### config.mk
export PLATFORM = sky130hd
export DESIGN_NAME = fourth_order_biquad_cascade_lowpass_unit
export DESIGN_NICKNAME = d
export VERILOG_FILES = /design/src/sv/fobq_pkg.sv /design/src/sv/fourth_order_biquad_cascade_lowpass_unit.sv
export SDC_FILE = /design/constraint.sdc
export NUM_CORES = 2
export LEC_CHECK = 0
export ABC_CLOCK_PERIOD_IN_PS = 10800
export BUFFER_PORTS_ARGS = -buffer_cell sky130_fd_sc_hd__buf_4
export CORE_MARGIN = 2
export CORE_UTILIZATION = 65
export CTS_CLUSTER_DIAMETER = 100
export DETAILED_ROUTE_END_ITERATION = 16
export GPL_TIMING_DRIVEN = 0
export PLACE_DENSITY = 0.85
export SLEW_MARGIN = 20
export SYNTH_ARGS = -nofsm -noshare
export SYNTH_HDL_FRONTEND = slang
export SYNTH_SLANG_ARGS = --single-unit
### constraint.sdc
create_clock -name i_clk -period 10.8 [get_ports i_clk]
set_clock_uncertainty 0.1 [all_clocks]
set_input_delay 0.54 -clock i_clk [delete_from_list [all_inputs] [get_ports i_clk]]
set_output_delay 0.54 -clock i_clk [all_outputs]
set_load 0.05 [all_outputs]
### src/sv/fobq_pkg.sv
// Shared types, constants and microcode table for the biquad cascade lowpass.
`timescale 1ns / 1ps
`default_nettype none

package fobq_pkg;

    // Fixed formats
    localparam int GUARD_BITS = 8;
    localparam int COEF_WIDTH = 32;
    localparam int REG_IDX_W  = 3;
    localparam int UPC_W      = 3;

    // Register indexes on the configuration port
    typedef enum logic [REG_IDX_W-1:0] {
        REG_ENABLE    = 3'd0,
        REG_FIRST_B0  = 3'd1,
        REG_FIRST_A1  = 3'd2,
        REG_FIRST_A2  = 3'd3,
        REG_SECOND_B0 = 3'd4,
        REG_SECOND_A1 = 3'd5,
        REG_SECOND_A2 = 3'd6
    } t_reg_idx;

    // Operation codes of an input item
    localparam logic OP_FILTER = 1'b0;
    localparam logic OP_CLEAR  = 1'b1;

    // Microprogram step addresses
    localparam logic [UPC_W-1:0] STEP_MUL_B0 = 3'd0;
    localparam logic [UPC_W-1:0] STEP_ACC    = 3'd1;
    localparam logic [UPC_W-1:0] STEP_ROUND  = 3'd2;
    localparam logic [UPC_W-1:0] STEP_MUL_A1 = 3'd3;
    localparam logic [UPC_W-1:0] STEP_FB1    = 3'd4;
    localparam logic [UPC_W-1:0] STEP_FB2    = 3'd5;
    localparam logic [UPC_W-1:0] STEP_EMIT   = 3'd6;

    typedef enum logic [1:0] {
        COEF_B0,
        COEF_A1,
        COEF_A2
    } t_coef_sel;

    typedef enum logic {
        SRC_X,
        SRC_Y
    } t_src_sel;

    typedef enum logic [2:0] {
        ALU_NOP,
        ALU_ACC,
        ALU_ROUND,
        ALU_FB1,
        ALU_FB2
    } t_alu_op;

    typedef enum logic [1:0] {
        SEQ_NEXT,
        SEQ_LOOP,
        SEQ_EMIT
    } t_seq_op;

    // One control word of the microprogram
    typedef struct packed {
        logic             mul_en;
        t_coef_sel        coef;
        t_src_sel         src;
        t_alu_op          alu;
        t_seq_op          seq;
        logic [UPC_W-1:0] target;
    } t_uword;

    // Microcode ROM: one section per pass, looped once for section two
    function automatic t_uword ucode(input logic [UPC_W-1:0] pc);
        t_uword w;
        w = '{mul_en: 1'b0, coef: COEF_B0, src: SRC_X, alu: ALU_NOP,
              seq: SEQ_NEXT, target: STEP_MUL_B0};
        case (pc)
            STEP_MUL_B0: begin
                w.mul_en = 1'b1;
                w.coef   = COEF_B0;
                w.src    = SRC_X;
            end
            STEP_ACC: begin
                w.alu = ALU_ACC;
            end
            STEP_ROUND: begin
                w.alu = ALU_ROUND;
            end
            STEP_MUL_A1: begin
                w.mul_en = 1'b1;
                w.coef   = COEF_A1;
                w.src    = SRC_Y;
            end
            STEP_FB1: begin
                w.mul_en = 1'b1;
                w.coef   = COEF_A2;
                w.src    = SRC_Y;
                w.alu    = ALU_FB1;
            end
            STEP_FB2: begin
                w.alu    = ALU_FB2;
                w.seq    = SEQ_LOOP;
                w.target = STEP_MUL_B0;
            end
            STEP_EMIT: begin
                w.seq = SEQ_EMIT;
            end
            default: begin
                w.seq = SEQ_EMIT;
            end
        endcase
        return w;
    endfunction

    // 64-bit add that clamps on overflow
    function automatic logic signed [63:0] add_sat64(input logic signed [63:0] a,
                                                     input logic signed [63:0] b);
        logic signed [64:0] s;
        s = {a[63], a} + {b[63], b};
        if (s[64] != s[63]) begin
            return s[64] ? {1'b1, 63'd0} : {1'b0, {63{1'b1}}};
        end
        return s[63:0];
    endfunction

endpackage

`default_nettype wire

### src/sv/fourth_order_biquad_cascade_lowpass_unit.sv
// Two-section TDF-II lowpass cascade run by a microcoded sequencer over one multiplier.
// Filtering: two passes of 6 microsteps plus an emit step per item;
// next item stalled until the result is emitted, as all steps share the one multiplier.
// Pass-through (enable clear): the item goes straight to the emit step.
// Clear item: no result. A result still waiting at the output holds the emit step.
// Synchronous active-low reset zeroes enable, taps, delays and all handshake state.
`timescale 1ns / 1ps
`default_nettype none

module fourth_order_biquad_cascade_lowpass_unit #(
    parameter int SAMPLE_WIDTH   = 24,
    parameter int COEF_FRAC_BITS = 29,
    parameter int DELAY_WIDTH    = 40
) (
    input  wire logic                                i_clk,
    input  wire logic                                i_rst_n,
    // Configuration write port
    input  wire logic                                i_cfg_we,
    input  wire logic [fobq_pkg::REG_IDX_W-1:0]      i_cfg_addr,
    input  wire logic [fobq_pkg::COEF_WIDTH-1:0]     i_cfg_data,
    // Input channel
    input  wire logic                                i_in_valid,
    output logic                                     o_in_stall,
    input  wire logic                                i_operation,
    input  wire logic signed [SAMPLE_WIDTH-1:0]      i_sample_in,
    // Output channel
    output logic                                     o_out_valid,
    input  wire logic                                i_out_stall,
    output logic signed [SAMPLE_WIDTH-1:0]           o_sample_out
);

    localparam int SH   = COEF_FRAC_BITS - fobq_pkg::GUARD_BITS;
    localparam int PW   = fobq_pkg::COEF_WIDTH + SAMPLE_WIDTH;
    localparam int CW   = fobq_pkg::COEF_WIDTH;
    localparam logic signed [63:0] ROUND_HALF = 64'sd1 <<< (fobq_pkg::GUARD_BITS - 1);
    localparam logic signed [63:0] SAMPLE_HI  = (64'sd1 <<< (SAMPLE_WIDTH - 1)) - 64'sd1;
    localparam logic signed [63:0] SAMPLE_LO  = -SAMPLE_HI - 64'sd1;
    localparam logic signed [63:0] DELAY_HI   = (64'sd1 <<< (DELAY_WIDTH - 1)) - 64'sd1;
    localparam logic signed [63:0] DELAY_LO   = -DELAY_HI - 64'sd1;

    // Clamp helpers
    function automatic logic signed [SAMPLE_WIDTH-1:0] sat_sample(input logic signed [63:0] v);
        if (v > SAMPLE_HI) return SAMPLE_WIDTH'(SAMPLE_HI);
        if (v < SAMPLE_LO) return SAMPLE_WIDTH'(SAMPLE_LO);
        return SAMPLE_WIDTH'(v);
    endfunction

    function automatic logic signed [DELAY_WIDTH-1:0] sat_delay(input logic signed [63:0] v);
        if (v > DELAY_HI) return DELAY_WIDTH'(DELAY_HI);
        if (v < DELAY_LO) return DELAY_WIDTH'(DELAY_LO);
        return DELAY_WIDTH'(v);
    endfunction

    // Configuration and state
    logic                                r_enable;
    logic signed [CW-1:0]                r_b0 [2];
    logic signed [CW-1:0]                r_a1 [2];
    logic signed [CW-1:0]                r_a2 [2];
    logic signed [DELAY_WIDTH-1:0]       r_z1 [2];
    logic signed [DELAY_WIDTH-1:0]       r_z2 [2];

    // Sequencer
    logic                                r_run;
    logic [fobq_pkg::UPC_W-1:0]          r_pc;
    logic                                r_sec;

    // Datapath registers
    logic signed [SAMPLE_WIDTH-1:0]      r_x;
    logic signed [SAMPLE_WIDTH-1:0]      r_y;
    logic signed [PW-1:0]                r_prod;
    logic signed [63:0]                  r_bx;
    logic signed [63:0]                  r_b1x;
    logic signed [63:0]                  r_acc;
    logic signed [63:0]                  r_t;
    logic                                r_out_valid;
    logic signed [SAMPLE_WIDTH-1:0]      r_out_data;

    fobq_pkg::t_uword                    w_uw;
    logic signed [CW-1:0]                w_mcoef;
    logic signed [SAMPLE_WIDTH-1:0]      w_msrc;
    logic signed [63:0]                  w_p64;
    logic signed [63:0]                  w_pq;
    logic signed [63:0]                  w_pq1;
    logic signed [63:0]                  w_z1;
    logic signed [63:0]                  w_z2;
    logic signed [63:0]                  w_rnd;
    logic                                w_accept;
    logic                                w_out_free;
    logic                                w_cfg_coef;

    // Control word fetch and operand selection
    always_comb begin
        w_uw = fobq_pkg::ucode(r_pc);
        case (w_uw.coef)
            fobq_pkg::COEF_B0: w_mcoef = r_b0[r_sec];
            fobq_pkg::COEF_A1: w_mcoef = r_a1[r_sec];
            fobq_pkg::COEF_A2: w_mcoef = r_a2[r_sec];
            default:           w_mcoef = r_b0[r_sec];
        endcase
        w_msrc = (w_uw.src == fobq_pkg::SRC_Y) ? r_y : r_x;
    end

    // Product scaling and delay reads
    assign w_p64 = 64'(r_prod);
    assign w_pq  = w_p64 >>> SH;
    assign w_pq1 = w_p64 >>> (SH - 1);
    assign w_z1  = 64'(r_z1[r_sec]);
    assign w_z2  = 64'(r_z2[r_sec]);
    assign w_rnd = fobq_pkg::add_sat64(r_acc, ROUND_HALF) >>> fobq_pkg::GUARD_BITS;

    assign w_accept   = i_in_valid && !r_run;
    assign w_out_free = !r_out_valid || !i_out_stall;
    assign w_cfg_coef = i_cfg_we && (i_cfg_addr inside {[fobq_pkg::REG_FIRST_B0:
                                                          fobq_pkg::REG_SECOND_A2]});

    // Control state, configuration and delays
    always_ff @(posedge i_clk) begin
        if (!i_rst_n) begin
            r_run       <= 1'b0;
            r_pc        <= fobq_pkg::STEP_MUL_B0;
            r_sec       <= 1'b0;
            r_out_valid <= 1'b0;
            r_enable    <= 1'b0;
            for (int i = 0; i < 2; i++) begin
                r_b0[i] <= '0;
                r_a1[i] <= '0;
                r_a2[i] <= '0;
                r_z1[i] <= '0;
                r_z2[i] <= '0;
            end
        end else begin
            // Result slot drains on a taken item
            if (r_out_valid && !i_out_stall) begin
                r_out_valid <= 1'b0;
            end

            // Configuration writes; a tap write clears every delay
            if (i_cfg_we) begin
                case (i_cfg_addr)
                    fobq_pkg::REG_ENABLE:    r_enable <= i_cfg_data[0];
                    fobq_pkg::REG_FIRST_B0:  r_b0[0]  <= i_cfg_data;
                    fobq_pkg::REG_FIRST_A1:  r_a1[0]  <= i_cfg_data;
                    fobq_pkg::REG_FIRST_A2:  r_a2[0]  <= i_cfg_data;
                    fobq_pkg::REG_SECOND_B0: r_b0[1]  <= i_cfg_data;
                    fobq_pkg::REG_SECOND_A1: r_a1[1]  <= i_cfg_data;
                    fobq_pkg::REG_SECOND_A2: r_a2[1]  <= i_cfg_data;
                    default: ;
                endcase
            end
            if (w_cfg_coef) begin
                for (int i = 0; i < 2; i++) begin
                    r_z1[i] <= '0;
                    r_z2[i] <= '0;
                end
            end

            // Dispatch of an accepted item
            if (w_accept) begin
                if (i_operation == fobq_pkg::OP_CLEAR) begin
                    for (int i = 0; i < 2; i++) begin
                        r_z1[i] <= '0;
                        r_z2[i] <= '0;
                    end
                end else begin
                    r_run <= 1'b1;
                    r_sec <= 1'b0;
                    r_pc  <= r_enable ? fobq_pkg::STEP_MUL_B0 : fobq_pkg::STEP_EMIT;
                end
            end

            // Microprogram sequencing
            if (r_run) begin
                if (w_uw.alu == fobq_pkg::ALU_FB2) begin
                    r_z1[r_sec] <= sat_delay(fobq_pkg::add_sat64(r_t, w_z2));
                    r_z2[r_sec] <= sat_delay(r_bx - w_pq);
                end
                case (w_uw.seq)
                    fobq_pkg::SEQ_NEXT: r_pc <= r_pc + 1'b1;
                    fobq_pkg::SEQ_LOOP: begin
                        if (!r_sec) begin
                            r_sec <= 1'b1;
                            r_pc  <= w_uw.target;
                        end else begin
                            r_pc <= r_pc + 1'b1;
                        end
                    end
                    fobq_pkg::SEQ_EMIT: begin
                        if (w_out_free) begin
                            r_out_valid <= 1'b1;
                            r_run       <= 1'b0;
                        end
                    end
                    default: r_pc <= r_pc + 1'b1;
                endcase
            end
        end
    end

    // Datapath: shared multiplier and one add/clamp per step
    always_ff @(posedge i_clk) begin
        if (w_accept) begin
            r_x <= i_sample_in;
            r_y <= i_sample_in;
        end
        if (r_run) begin
            if (w_uw.mul_en) begin
                r_prod <= PW'(w_mcoef) * PW'(w_msrc);
            end
            case (w_uw.alu)
                fobq_pkg::ALU_ACC: begin
                    r_bx  <= w_pq;
                    r_b1x <= w_pq1;
                    r_acc <= fobq_pkg::add_sat64(w_z1, w_pq);
                end
                fobq_pkg::ALU_ROUND: r_y <= sat_sample(w_rnd);
                fobq_pkg::ALU_FB1:   r_t <= r_b1x - w_pq;
                fobq_pkg::ALU_FB2:   r_x <= r_y;
                default: ;
            endcase
            if (w_uw.seq == fobq_pkg::SEQ_EMIT && w_out_free) begin
                r_out_data <= r_y;
            end
        end
    end

    assign o_in_stall   = r_run;
    assign o_out_valid  = r_out_valid;
    assign o_sample_out = r_out_data;

`ifndef ASSERT_OFF
    // Emit step with a free slot must raise the result
    a_emit_fills: assert property (@(posedge i_clk) disable iff (!i_rst_n)
        r_run && r_pc == fobq_pkg::STEP_EMIT && w_out_free |=> r_out_valid && !r_run)
        else $error("emit step did not produce a result");

    // Program counter stays within the microprogram while running
    a_pc_range: assert property (@(posedge i_clk) disable iff (!i_rst_n)
        r_run |-> r_pc <= fobq_pkg::STEP_EMIT)
        else $error("microprogram counter out of range");

    // A clear item never starts the sequencer and zeroes the delays
    a_clear_idle: assert property (@(posedge i_clk) disable iff (!i_rst_n)
        w_accept && i_operation == fobq_pkg::OP_CLEAR
        |=> !r_run && r_z1[0] == '0 && r_z2[1] == '0)
        else $error("clear item started work or left delays");

    // Pass-through items go straight to the emit step
    a_bypass: assert property (@(posedge i_clk) disable iff (!i_rst_n)
        w_accept && i_operation == fobq_pkg::OP_FILTER && !r_enable
        |=> r_run && r_pc == fobq_pkg::STEP_EMIT)
        else $error("pass-through item entered the filter program");
`endif

endmodule

`default_nettype wire

# Yosys cells after proc, flatten, opt, wreduce, memory -nomap -nowiden
# Memories as Yosys holds them, arrays and structs flattened. A register that Yosys moved wholly into a read port is not among the register bits.
# Index checks and enable logic that the tools add are counted.
# W data, S select, Z words.
[totals]
memories = 5
latch_bits = 0
mem_bits_ro = 0
elab_cells = 235
output_inout_bits = 26
in_bits = 65
ff_bits = 307
mem_bits_rw = 352
[memory_table]
columns = ["name", "words", "width", "read_ports", "rd_ports_with_merged_regs", "wr", "line", "source"]
rows = [
  ["r_z1", 2, 40, 1, 1, 3, "fourth_order_biquad_cascade_lowpass_unit.sv:59", "logic signed [DELAY_WIDTH-1:0] r_z1 [2];"],
  ["r_z2", 2, 40, 1, 1, 3, "fourth_order_biquad_cascade_lowpass_unit.sv:60", "logic signed [DELAY_WIDTH-1:0] r_z2 [2];"],
  ["r_a1", 2, 32, 1, 1, 2, "fourth_order_biquad_cascade_lowpass_unit.sv:57", "logic signed [CW-1:0] r_a1 [2];"],
  ["r_a2", 2, 32, 1, 1, 2, "fourth_order_biquad_cascade_lowpass_unit.sv:58", "logic signed [CW-1:0] r_a2 [2];"],
  ["r_b0", 2, 32, 1, 1, 2, "fourth_order_biquad_cascade_lowpass_unit.sv:56", "logic signed [CW-1:0] r_b0 [2];"],
]
[op_classes]
shifts = 0
mux = 149
n_bitwise = 14
n_reduce_logical = 17
n_div = 0
n_mul = 1
n_addsub = 6
magnitude_cmp = 8
n_eq_ne = 22
[ops]
columns = ["cell", "count"]
rows = [
  ["$mux W40", 22],
  ["$mux W64", 12],
  ["$mux W24", 11],
  ["$mux W32", 6],
  ["$mux W1", 88],
  ["$add A64 B9 Y65 const B", 1],
  ["$gt A64 B40 Y1 const B", 1],
  ["$lt A64 B40 Y1 const B", 1],
  ["$pmux W32 S2", 1],
  ["$gt A56 B24 Y1 const B", 1],
  ["$lt A56 B24 Y1 const B", 1],
  ["$mul A32 B24 Y56", 1],
  ["$add A37 B40 Y41", 1],
  ["$add A40 B35 Y41", 1],
  ["$gt A36 B40 Y1 const B", 1],
  ["$lt A36 B40 Y1 const B", 1],
  ["$sub A36 B35 Y37", 1],
  ["$sub A35 B35 Y36", 1],
  ["$eq A3 B2 Y1 const B", 6],
  ["$eq A3 B3 Y1 const B", 6],
  ["$mux W3", 5],
  ["$or A1 B1 Y1", 14],
  ["$pmux W3 S4", 1],
  ["$pmux W4 S3", 1],
  ["15 further kinds", 32],
]

# Longest topological paths before layout
[depth]
depth_word = 24
depth_mapped = 40
ltp_nobuf = 32

# Least setup slack after synthesis
# No wires, ideal clock.
[synth_path]
path_type = "register to register"
start = "reg r_pc[0] (netlist bit)"
end = "reg r_prod[50] (data pin)"
required_time_ns = 10.442
path_slack_ns = 1.210
synth_period_minus_slack_ns = 9.590
setup_time_ns = 0.258
stages_incl_launch_ff = 35
arrival_time_ns = 9.232
path_buffers = 6
path_cell_list = "dfxtp_1 ha_1 ha_1 buf_2 and3b_1 clkbuf_1 clkbuf_1 clkbuf_1 buf_1 nand2_1 a311oi_1 or2_2 clkbuf_1 nand2_1 fa_1 fa_1 fa_1 fa_1 inv_1 fa_1 fa_1 inv_1 fa_1 inv_1 ha_1 a21oi_1 o21ai_0 nor4b_1 o41ai_4 a2111oi_4 o21ai_2 nor2_1 o21ai_2 a41o_1 xor2_1"
[synth_between]
elab_chain_cells = 5
word_cells_on_any_way = 9
classes_between = "mul (1); eq/ne (4); mux (3); reduce/logical (1)"
[synth_rtl]
columns = ["element", "line", "source"]
rows = [
  ["start, declared", "fourth_order_biquad_cascade_lowpass_unit.sv:64", "logic [fobq_pkg::UPC_W-1:0] r_pc;"],
  ["start signal, assigned", "fourth_order_biquad_cascade_lowpass_unit.sv:120", "r_pc <= fobq_pkg::STEP_MUL_B0;"],
  ["start signal, assigned", "fourth_order_biquad_cascade_lowpass_unit.sv:167", "r_pc <= r_enable ? fobq_pkg::STEP_MUL_B0 : fobq_pkg::STEP_EMIT;"],
  ["start signal, assigned", "fourth_order_biquad_cascade_lowpass_unit.sv:178", "fobq_pkg::SEQ_NEXT: r_pc <= r_pc + 1'b1;"],
  ["$eq A3 B3 Y1, or another cell as far along", "fobq_pkg.sv:77", "case (pc)"],
  ["$pmux W4 S3 *", "fobq_pkg.sv:77", ""],
  ["$eq A2 B2 Y1 / $eq A2 B1 Y1 (equally long branches)", "fourth_order_biquad_cascade_lowpass_unit.sv:94", "case (w_uw.coef)"],
  ["$pmux W32 S2", "fourth_order_biquad_cascade_lowpass_unit.sv:94", ""],
  ["$mul A32 B24 Y56 *", "fourth_order_biquad_cascade_lowpass_unit.sv:207", "r_prod <= PW'(w_mcoef) * PW'(w_msrc);"],
  ["end signal, assigned", "fourth_order_biquad_cascade_lowpass_unit.sv:207", ""],
  ["end, declared", "fourth_order_biquad_cascade_lowpass_unit.sv:70", "logic signed [PW-1:0] r_prod;"],
]
# Mark *: on every way between the ends. The rest lies on a longest branch, timed or not.
# A chain may end at the register's enable or synchronous reset.

# Worst setup path in the final report
[layout_path]
start = "reg r_pc[0] (netlist bit)"
end = "reg r_prod[42] (data pin)"
# The elaborated chain is that of the path after synthesis.

==> results.txt <==
Count of buffers from port buffering = 88
Area grow syn2layout = 9.35%
Max-cap violations = 0
Initial Utilization = 65.3%
Setup Viol. Count Final = 0
Gr usage total = 43.3%
Worst-Margin Slew = 1.15 ns
Critical path class = reg2reg
Post-Synthesis Cells = 5688
Hold Fails Final Rpt = 0
Net Count, Synth = 6839
# DRC = 0
Post-synth top area share = 27.8%
Router iterations before antenna repair = 6
First-pass GRT wire length = 283000 µm
Most frequent CP cell = fa_1
FF+latch count, synth = 569
Yosys Warn Count = 0
Clk root buf = clkbuf_16
Clock sinks = 569
Ys async rst share = 0%
Critical path origin = r_pc[0]$_SDFF_PN0_
Count leader, synth = inv_1
Final period util = 99.7%
Clk buf depth = 3
Vias in the first global route = 45.7k
Core Box Area = 0.0865 mm²
Vias = 44.5k
Initial antenna violation count = 4
Detail Route Antenna Nets = 0
Final #Nets = 7000
Final TNS setup = 0 ns
H-tree levels = 2
Final Max Tran Viols = 0
Clock Latency Late Sink = 0.68 ns
Hold_sp = i_sample_in[23]
Synth top area cells = fa_1 28%, edfxtp_1 27%, ha_1 6.7%
Top Ports = 91
Die width = 299 µm
Worst hold path class = in2reg
Dominant synthesized flop cell = edfxtp_1
R2R Path Start = r_pc[0]$_SDFF_PN0_
Worst Setup End Kind = flip-flop
Clk slew on worst S/H paths = 0.06 ns
EDFF count, synth = 513
Post-Syn Area per Cell = 9.93 µm²
Worst path arrival time = 11.01 ns
Via density per instance = 6.31
Synth area leader = fa_1
CTS tree = done
Critical path's largest stage delay = 0.68 ns
DRT Wirelength = 191000 µm
Max_slew headroom = 22.1%
Sequential share of the synthesized area = 29.3%
Crit-path max FO = 10
Max Fclk = 92.9 MHz
Slowest stage cell, crit path = fa_1
Pin count of the biggest net entering global routing = 48
Core Rows = 108
DIE HEIGHT = 299 µm
Wire per inst = 27.1 µm
Status = completed
Routability cong. = 1.07
Cts hold-fix bufs = 0
Unique masters post-synth = 83
Detailed placement HPWL = 151000 µm
Synth Cell Area = 0.0565 mm²
Worst path required time = 11.05 ns
Tmin final = 10.77 ns
Initial drt markers = 5754
Crit start category = flip-flop
Top cells by count, synth = 923 x inv_1, 785 x fa_1, 650 x nand2_1
Layout cells sized above 1 = 9.63%
Area of the die = 0.0893 mm²
GRT overflow = 0
Cts bufs inserted = 59
## cell families after synthesis
logic type | synth area share, %
AO/OA/AOI/OAI | 9.42
XOR/XNOR | 2.93
adder cells (fa/ha/maj) | 34.5
buffers and inverters | 7.95
flip-flops | 29.3
multiplexers | 2.41
AND/OR/NAND/NOR | 13.5
## sequential cells by signal, summed over array words and instances (netlist names), named ones only
register	count
r_z1	80
r_z2	74
r_a1	64
r_a2	64
r_b0	64
r_t	37
r_prod	36
r_bx	35
r_acc	34
o_sample_out	24
r_x	24
r_y	24
r_pc	3
o_in_stall	1
o_out_valid	1
r_b1x	1
r_enable	1
r_sec	1
## per-stage QoR
| stage | cells | hold WS, ns | cell area [µm²] | utilization [%] | setup slack [ns] |
|---|---|---|---|---|---|
| after floorplan | 5688 | 0.300 | 56500 | - | 1.21 |
| after global placement | 6931 | 0.307 | 58600 | 67.8 | -1.66 |
| after detailed placement | 6954 | 0.315 | 59200 | 68.4 | -1.73 |
| after CTS | 7053 | 0.0574 | 61400 | 71.0 | 0.00765 |
| after global routing | 7052 | 0.0852 | 61800 | 71.4 | -0.125 |
| final | 7055 | 0.0728 | 61800 | 71.4 | 0.0329 |
## final cells by class
| cell class | instances | area [µm²] |
|---|---|---|
| clock buffers | 68 | 1530 |
| diodes | 3 | 7.51 |
| repair buffers | 121 | 1150 |
| plain buffers | 241 | 1150 |
| multi-input cells | 3933 | 36000 |
| clock inverters | 41 | 499 |
| fillers | 6342 | 24700 |
| inverters | 924 | 3470 |
| well taps | 1155 | 1450 |
| flip-flops and latches | 569 | 16500 |
## layer usage
layer	global-route usage [%]	wire length, µm
met5	0	18
met3	12.6	23700
met1	53.4	65800
met2	68.1	87400
met4	26.0	14200
## critical path, delay by kind of cell (launching register included)
kind / cells / cell delay (ns)
buffers and inverters: 11 / 2.33
multiplexers: 1 / 0.27
XOR/XNOR: 1 / 0.16
AO/OA/AOI/OAI: 5 / 1.20
AND/OR/NAND/NOR: 6 / 1.36
adder cells (fa/ha/maj): 9 / 4.60
flip-flops: 1 / 0.42
## placed cells by master, fill, tap and decap left out, types with 84 or more instances in the layout
cell type,synthesis,final
a211oi_1,97,97
edfxtp_1,513,513
o21ai_0,134,127
mux2_2,84,84
inv_1,923,922
a21o_1,104,104
a21oi_1,206,203
clkbuf_1,216,109
nand2_1,650,643
ha_1,301,301
nor2_1,613,587
buf_4,1,104
xnor2_1,118,117
fa_1,785,783
and2_1,159,155
## what timing repair did
action / CTS / global route
hold endpoints to repair: 0 / 0
pin swaps: 2 / 3
gates resized for setup: 115 / 166
endpoints found under the setup margin: 34 / 22
buffers inserted: 5 / 5
cloned: 0 / 0
## worst paths after layout
path                          endpoint  slack [ns]  cells after the start
hold reg to reg     r_b1x[0]$_DFFE_PP_        0.34                      0
setup reg to reg  r_prod[42]$_DFFE_PP_        0.03                     33
setup / recovery  r_prod[42]$_DFFE_PP_        0.03                     33
hold / removal         r_x[23]$_DFF_P_        0.07                      3
Power is not shown: default switching activity piles up to over one toggle a cycle in this logic, so the estimate is an artifact.
